[src/hdl/pitr_pkg.sv]
// ----------------------------------------------------------------------------
// pitr_pkg
// Types and constants shared by the PI throttle regulator modules.
// ----------------------------------------------------------------------------
package pitr_pkg;

	localparam int SPEED_W = 16;
	localparam int GAIN_W  = 16;
	localparam int INTEG_W = 32;
	localparam int IDX_W   = 2;

	// Register reset values: gains in unsigned Q8.8, clamp limit in throttle units.
	localparam logic [GAIN_W-1:0]  PROP_GAIN_RST    = 16'd2077;
	localparam logic [GAIN_W-1:0]  INTEG_GAIN_RST   = 16'd128;
	localparam logic [SPEED_W-1:0] THROTTLE_MAX_RST = 16'd11520;

	typedef enum logic [IDX_W-1:0] {
		REG_PROP_GAIN    = 2'd0,
		REG_INTEG_GAIN   = 2'd1,
		REG_THROTTLE_MAX = 2'd2
	} reg_idx_t;

	// Outcome of one control step, handed from the datapath to the top level.
	typedef struct packed {
		logic [INTEG_W-1:0] integral;
		logic [SPEED_W-1:0] throttle;
		logic               clamped;
	} step_t;

endpackage

[src/hdl/pi_throttle_regulator_antiwindup_top.sv]
// ----------------------------------------------------------------------------
// pi_throttle_regulator_antiwindup_top
// PI throttle regulator with conditional-integration anti-windup.
// ----------------------------------------------------------------------------
// Each transfer on the input channel is one control step and yields exactly one
// throttle transfer on the output channel. A step is held in the input register
// while the error, integral update, both gain products and the clamp are
// computed, and then lands in the output register. One step can be taken every
// cycle while out_ready is high; a stalled output holds the input register.
// The integral and saturated flag are updated as each step leaves the input
// register, so the next step in the following cycle sees them. Configuration
// writes (index 0 prop_gain, 1 integ_gain, 2 throttle_max, other indexes
// ignored) are always ready and take effect on the next step computed.
module pi_throttle_regulator_antiwindup_top (
	input  logic                              clk,
	input  logic                              arst_n,
	input  logic                              in_valid,
	output logic                              in_ready,
	input  logic                              going_on,
	input  logic [pitr_pkg::SPEED_W-1:0]      target_speed,
	input  logic [pitr_pkg::SPEED_W-1:0]      measured_speed,
	output logic                              out_valid,
	input  logic                              out_ready,
	output logic [pitr_pkg::SPEED_W-1:0]      throttle,
	output logic                              clamped,
	input  logic                              cfg_valid,
	output logic                              cfg_ready,
	input  logic [pitr_pkg::IDX_W-1:0]        cfg_index,
	input  logic [pitr_pkg::GAIN_W-1:0]       cfg_data
);
	import pitr_pkg::*;

	logic [GAIN_W-1:0]  prop_gain_q;
	logic [GAIN_W-1:0]  integ_gain_q;
	logic [SPEED_W-1:0] throttle_max_q;

	logic [INTEG_W-1:0] integral_q;
	logic               saturated_q;

	logic               valid_s1;
	logic               going_on_s1;
	logic [SPEED_W-1:0] target_s1;
	logic [SPEED_W-1:0] measured_s1;

	logic               valid_s2;
	logic [SPEED_W-1:0] throttle_s2;
	logic               clamped_s2;

	logic               advance;
	step_t              step;

	assign cfg_ready = 1'b1;
	assign advance   = valid_s1 && (!valid_s2 || out_ready);
	assign in_ready  = !valid_s1 || advance;

	assign out_valid = valid_s2;
	assign throttle  = throttle_s2;
	assign clamped   = clamped_s2;

	always_ff @(posedge clk or negedge arst_n) begin
		if (!arst_n) begin
			prop_gain_q    <= PROP_GAIN_RST;
			integ_gain_q   <= INTEG_GAIN_RST;
			throttle_max_q <= THROTTLE_MAX_RST;
		end else if (cfg_valid && cfg_ready) begin
			unique case (cfg_index)
				REG_PROP_GAIN:    prop_gain_q    <= cfg_data;
				REG_INTEG_GAIN:   integ_gain_q   <= cfg_data;
				REG_THROTTLE_MAX: throttle_max_q <= cfg_data;
				default:          ;
			endcase
		end
	end

	pitr_step u_step (
		.going_on       (going_on_s1),
		.target_speed   (target_s1),
		.measured_speed (measured_s1),
		.prop_gain      (prop_gain_q),
		.integ_gain     (integ_gain_q),
		.throttle_max   (throttle_max_q),
		.integral       (integral_q),
		.saturated      (saturated_q),
		.step           (step)
	);

	always_ff @(posedge clk or negedge arst_n) begin
		if (!arst_n) begin
			valid_s1    <= 1'b0;
			valid_s2    <= 1'b0;
			integral_q  <= '0;
			saturated_q <= 1'b1;
		end else begin
			if (in_valid && in_ready) begin
				valid_s1 <= 1'b1;
			end else if (advance) begin
				valid_s1 <= 1'b0;
			end
			if (advance) begin
				valid_s2    <= 1'b1;
				integral_q  <= step.integral;
				saturated_q <= step.clamped;
			end else if (out_ready) begin
				valid_s2 <= 1'b0;
			end
		end
	end

	always_ff @(posedge clk) begin
		if (in_valid && in_ready) begin
			going_on_s1 <= going_on;
			target_s1   <= target_speed;
			measured_s1 <= measured_speed;
		end
		if (advance) begin
			throttle_s2 <= step.throttle;
			clamped_s2  <= step.clamped;
		end
	end

	// The saturated flag must follow the clamp of the step just moved into the output register.
	a_sat_tracks_clamp: assert property (@(posedge clk) disable iff (!arst_n)
		advance |=> (saturated_q == clamped_s2))
		else $error("saturated flag does not match last clamp");

	a_restart_clears: assert property (@(posedge clk) disable iff (!arst_n)
		(advance && going_on_s1) |=> (integral_q == '0))
		else $error("restart did not clear the integral");

	a_unclamped_in_range: assert property (@(posedge clk) disable iff (!arst_n)
		(advance && !step.clamped) |-> (step.throttle <= throttle_max_q))
		else $error("unclamped throttle above limit");

	a_ready_when_empty: assert property (@(posedge clk) disable iff (!arst_n)
		!valid_s1 |-> in_ready)
		else $error("input stalled with empty input register");

endmodule

[src/hdl/pitr_step.sv]
// ----------------------------------------------------------------------------
// pitr_step
// One PI control step: error, conditional integration with saturation,
// gain products, shift and clamp.
// ----------------------------------------------------------------------------
module pitr_step (
	input  logic                              going_on,
	input  logic [pitr_pkg::SPEED_W-1:0]      target_speed,
	input  logic [pitr_pkg::SPEED_W-1:0]      measured_speed,
	input  logic [pitr_pkg::GAIN_W-1:0]       prop_gain,
	input  logic [pitr_pkg::GAIN_W-1:0]       integ_gain,
	input  logic [pitr_pkg::SPEED_W-1:0]      throttle_max,
	input  logic [pitr_pkg::INTEG_W-1:0]      integral,
	input  logic                              saturated,
	output pitr_pkg::step_t                   step
);
	import pitr_pkg::*;

	logic signed [16:0] err;
	logic signed [31:0] integ_base;
	logic               hold;
	logic signed [32:0] integ_sum;
	logic signed [31:0] integ_new;
	logic signed [33:0] prop_prod;
	logic signed [48:0] integ_prod;
	logic signed [49:0] acc;
	logic        [41:0] cmd;

	always_comb begin
		err = $signed({1'b0, target_speed}) - $signed({1'b0, measured_speed});

		// A restart clears the integral and blocks integration for this step.
		integ_base = going_on ? 32'sd0 : $signed(integral);
		hold       = going_on | saturated;

		integ_sum = $signed({integ_base[31], integ_base}) +
			$signed({{16{err[16]}}, err});
		if (hold) begin
			integ_new = integ_base;
		end else if (integ_sum[32] != integ_sum[31]) begin
			integ_new = integ_sum[32] ? $signed(32'h8000_0000) : $signed(32'h7FFF_FFFF);
		end else begin
			integ_new = integ_sum[31:0];
		end

		prop_prod  = $signed({1'b0, prop_gain}) * err;
		integ_prod = $signed({1'b0, integ_gain}) * integ_new;
		acc = $signed({{16{prop_prod[33]}}, prop_prod}) +
			$signed({integ_prod[48], integ_prod});
		cmd = acc[49:8];

		step.integral = integ_new;
		if (acc[49]) begin
			step.throttle = '0;
			step.clamped  = 1'b1;
		end else if (cmd > {26'd0, throttle_max}) begin
			step.throttle = throttle_max;
			step.clamped  = 1'b1;
		end else begin
			step.throttle = cmd[15:0];
			step.clamped  = 1'b0;
		end
	end

endmodule
[config.mk]
export PLATFORM = sky130hd
export DESIGN_NAME = pi_throttle_regulator_antiwindup_top
export DESIGN_NICKNAME = d
export VERILOG_FILES = /design/src/hdl/pitr_pkg.sv /design/src/hdl/pi_throttle_regulator_antiwindup_top.sv /design/src/hdl/pitr_step.sv
export SDC_FILE = /design/constraint.sdc
export NUM_CORES = 2
export LEC_CHECK = 0
export ABC_AREA = 1
export BUFFER_PORTS_ARGS = -buffer_cell sky130_fd_sc_hd__buf_2
export CAP_MARGIN = 20
export CORE_MARGIN = 2
export CORE_UTILIZATION = 49
export DETAILED_ROUTE_END_ITERATION = 16
export SKIP_CTS_REPAIR_TIMING = 1
export SLEW_MARGIN = 30
export SYNTH_ARGS = -nofsm -noshare
export SYNTH_HDL_FRONTEND = slang
export SYNTH_HIERARCHICAL = 1
export SYNTH_SLANG_ARGS = --single-unit
[constraint.sdc]
create_clock -name clk -period 25.8 [get_ports clk]
set_input_delay 3.87 -clock clk [delete_from_list [all_inputs] [get_ports clk]]
set_output_delay 3.87 -clock clk [all_outputs]
set_load 0.01 [all_outputs]
# Word level (Yosys, flattened, before mapping)
# Index checks and enable logic that the tools add are counted.
[totals]
ff_bits = 133
in_bits = 56
output_inout_bits = 20
word_cells = 44
[classes]
n_addsub = 3
n_mul = 2
magnitude_cmp = 1
eq_ne = 3
n_mux = 10
bitwise = 1
n_reduce_logical = 12
[ops]
columns = ["op", "n"]
rows = [
  ["32-bit two-way mux", 4],
  ["34-bit by 49-bit adder with 50-bit output", 1],
  ["17-bit by 32-bit multiplier with 49-bit output", 1],
  ["42-bit by 16-bit > comparator with 1-bit output", 1],
  ["17-bit by 17-bit multiplier with 34-bit output", 1],
  ["32-bit by 17-bit adder with 33-bit output", 1],
  ["17-bit two-way mux", 1],
  ["16-bit by 16-bit subtractor with 17-bit output", 1],
  ["2-bit AND reduction", 3],
  ["1-bit two-way mux", 5],
  ["2-bit nonzero test", 2],
  ["2-bit by 1-bit equality test with 1-bit output, second input constant", 1],
  ["2-bit equality test, second input constant", 1],
  ["1-bit logical AND", 2],
  ["1-bit zero test", 2],
  ["2-bit zero test", 1],
  ["1-bit logical OR", 2],
  ["1-bit != test", 1],
  ["1-bit OR", 1],
]

# Depth between registers and ports, before layout
[logic_depth]
depth_word = 10
depth_mapped = 93
mapped_depth_nobuf = 89

# Modules after synthesis
# Netlist, hierarchy kept.
[modules_own_cells]
columns = ["mod", "n_inst", "cells_per_inst", "area_each_um2"]
rows = [
  ["pitr_step", 1, 4286, 32496.2],
  ["pi_throttle_regulator_antiwindup_top", 1, 419, 4961.0],
]

# Worst setup path after synthesis
# No wires, ideal clock.
[synth_path]
kind = "flip-flop to flip-flop"
start = "reg measured_s1[0]"
end = "reg throttle_s2[12] (netlist: throttle[12]) (data pin)"
setup_time_ns = 0.252
t_arrival_ns = 13.231
required_ns = 25.548
setup_slack_ns = 12.317
stages_incl_launch_ff = 89
path_buffers = 4
synth_period_minus_slack_ns = 13.483
path_cell_list = "edfxtp_1 ha_1 fa_1 nand3b_1 nand2_1 nand2_1 nand2_1 nand2_1 nand2_1 nand2_1 nand2_1 a21oi_1 inv_1 nand2_1 nand2_1 a21oi_1 inv_1 nand2_1 [53 not listed] a21oi_1 o21ai_0 a21oi_1 o21ai_0 nand4_1 inv_1 o21ai_0 nand2_1 o31ai_1 and3_1 nand3_1 nor3_2 nand3b_1 nor2_1 nand3_2 buf_6 nor2_2 nor2_1"
[synth_lines]
columns = ["element", "line_no", "text"]
rows = [
  ["from (decl)", "pi_throttle_regulator_antiwindup_top.sv:43", "logic [SPEED_W-1:0] measured_s1;"],
  ["from (signal assigned)", "pi_throttle_regulator_antiwindup_top.sv:113", "measured_s1 <= measured_speed;"],
  ["to (signal assigned)", "pi_throttle_regulator_antiwindup_top.sv:116", "throttle_s2 <= step.throttle;"],
  ["to (decl)", "pi_throttle_regulator_antiwindup_top.sv:46", "logic [SPEED_W-1:0] throttle_s2;"],
]

==> results.toml <==
[sta]
tightest_slew_ns = 0.961
fmax_mhz = 57.6
setup_viol_count_final = 0
rsz0062_at_grt = "no"
period_minus_slack_ns = 17.36
layout_setup_ws_ns = 8.44
fin_setup_tns_ns = 0
hold_violations = 0
max-slew-margin-rel_pct = 35.7
post-route-period-util_pct = 67.3
skew_ns = 0.0380
slew_violations = 0

[floorplanning]
dieArea_sq_mm = 0.0787
start_util_pct = 49.4
die_x_microns = 280
fp.dieH_microns = 280
io_pins = 76
core_sq_mm = 0.0758
row_count = 101

[cts]
clock-sinks = 133
path_clk_slew_ns = 0.10
clk_latency_ns = 0.51
clockRootBuffer = "clkbuf_16"
cts_tree = "built"
cts_buffer_depth = 2
htreeDepth = 4
cts_made_buffers = 17

[synth]
synth_seq_cells = 133
synth_simple_gate_area_share_pct = 19.2
avgSynthCellArea_sq_um = 7.96
yosys.area.top_type = "fa_1"
synth_fp_nets = 5853
synth_top_family_by_area = "adder cells"
synth_compound_area_share_pct = 4.21
yosys_warnings = 6
synth_cells = 4705
ys_seq_area_share_pct = 9.59
synth-xor-area-share_pct = 1.03
yosys.area_share.adder_pct = 51.8
netlist_area_sq_mm = 0.0375
ys_types = 52
synth.area.top_cells = "fa_1, inv_1, ha_1, nand2_1, nor2_1"
synth_top_area_share_pct = 40.9
synth_mux_area_share_pct = 0

[route]
drc = 0
drt_wl_total_microns = 122000
first_pass_iters = 6
via_count = 30400
drtIter0Drc = 2421
routed_via_density = 5.35
detail-route-antenna-nets = 0
avgRoutedWirePerCell_microns = 21.4

[status]
status = "complete, no violations"

[grt]
grt_first_pass_wirelength_microns = 190000
grt_overflow = 0
grt_pass1_vias = 31900
grtUsageTotal_pct = 32.6
grt_max_degree = 52
grt_antenna_before_repair = 4

[cells_and_area]
drive_above_1_share_pct = 4.80
n_antenna_cell = 0
fillerInstances = 7505
mostFrequentLayoutCell = "inv_1"
synthToLayoutAreaGrowth_pct = 4.98
final_cell_mix = "inv_1, nand2_1, fa_1, nor2_1, ha_1"
fin_nets = 5840

[worst_setup_path]
worstSetupEndpointType = "register"
cp.arrival_ns = 17.61
slowest_delay_ns = 0.63
cp.required_ns = 26.05
crit_top_cell = "nand2_1"
cp_slowest_cell = "clkinv_1"
criticalPathCategory = "register to register"
crit_fanout = 27
cp-start-kind = "register"

[placed_design]
post-dp-hpwl_microns = 102000
dp_slack_ns = 8.76
io_buffers = 74
place.gp.congestion = 0.962

[hold_path]
hold_path.class = "register to register"

[job]
maxCapViolCount = 0
-- cells in the mapped netlist, drive strengths merged --
cell,count
inv,1219
nand2,1035
fa,765
nor2,525
ha,327
a21oi,160
nand3,113
clkbuf,104
o21ai,75
dfrtp,72
edfxtp,50
buf,40
nand4,39
xor2,30
a31oi,27
nor3,20
clkinv,15
or2,14
xnor2,14
dfstp,11
o21a,9
nand3b,7
nor4,7
a21o,4
and3,4
a211oi,3
a21boi,2
a221oi,2
a311oi,2
and2,2
o2111ai,2
o21bai,2
a31o,1
conb,1
o221ai,1
o31ai,1
-- per-layer routing --
layer,GRT usage (%),vias to the layer above,share of wire [%]
met5,0,-,0.032
met4,12.9,6,4.2
met3,7.54,231,8.8
met2,50.7,1200,45
met1,44.3,15200,42
li1,-,13700,-
-- critical path: cells and delay by family (launching register included) --
| family | cells | cell delay [ns] |
|---|---|---|
| fa+ha+maj | 14 | 6.45 |
| compound gates | 16 | 2.35 |
| buf+inv | 15 | 2.81 |
| flops | 1 | 0.40 |
| xor+xnor | 2 | 0.48 |
| simple gates | 34 | 4.57 |
-- per-stage QoR --
step           cells  utilization (%)  hold WS [ns]  instance area, sq um
3_5_place_dp    5651             51.0         0.457                 38700
3_3_place_gp    5651             51.0         0.454                 38700
6_report        5683             51.9         0.465                 39300
4_1_cts         5683             51.8         0.467                 39300
2_1_floorplan   4705                -         0.440                 37500
5_1_grt         5683             51.9         0.478                 39300
-- final cells by class --
type / instances / area [sq um] / area share, %
clock inverters: 13 / 144 / 0.366
flip-flops and latches: 133 / 3590 / 9.14
multi-input cells: 3194 / 28600 / 72.7
inverters: 1234 / 4630 / 11.8
repair buffers: 112 / 661 / 1.68
well taps: 978 / 1220 / 3.11
clock buffers: 19 / 475 / 1.21
-- kinds of logic after synthesis --
logic type	count (synthesis)
simple gates	1766
xor+xnor	44
fa+ha+maj	1092
other cells	1
compound gates	291
flops	133
buf+inv	1378
-- flip-flops by register name, indices dropped and copies added, names as in the netlist --
name and count:
clamped 1, going_on_s1 1, integ_gain_q 16, integral_q 32, measured_s1 16, out_valid 1
prop_gain_q 16, saturated_q 1, target_s1 16, throttle 16, throttle_max_q 16, valid_s1 1
-- worst paths after layout --
check,depth (start not counted),startpoint,slack (ns),end
setup / recovery,81,measured_s1[0],8.44,throttle[4]
hold / removal,2,throttle_max_q[8],0.47,throttle_max_q[8]
setup reg to reg,81,measured_s1[0],8.44,throttle[4]
hold reg to reg,2,throttle_max_q[8],0.47,throttle_max_q[8]
max in group asynchronous,2,arst_n,21.25,integ_gain_q[9]
min in group asynchronous,1,arst_n,3.43,integral_q[25]
Power is left out: the tool's default activity adds up to more than one toggle a clock period on the data nets, which glitch-free logic cannot reach.
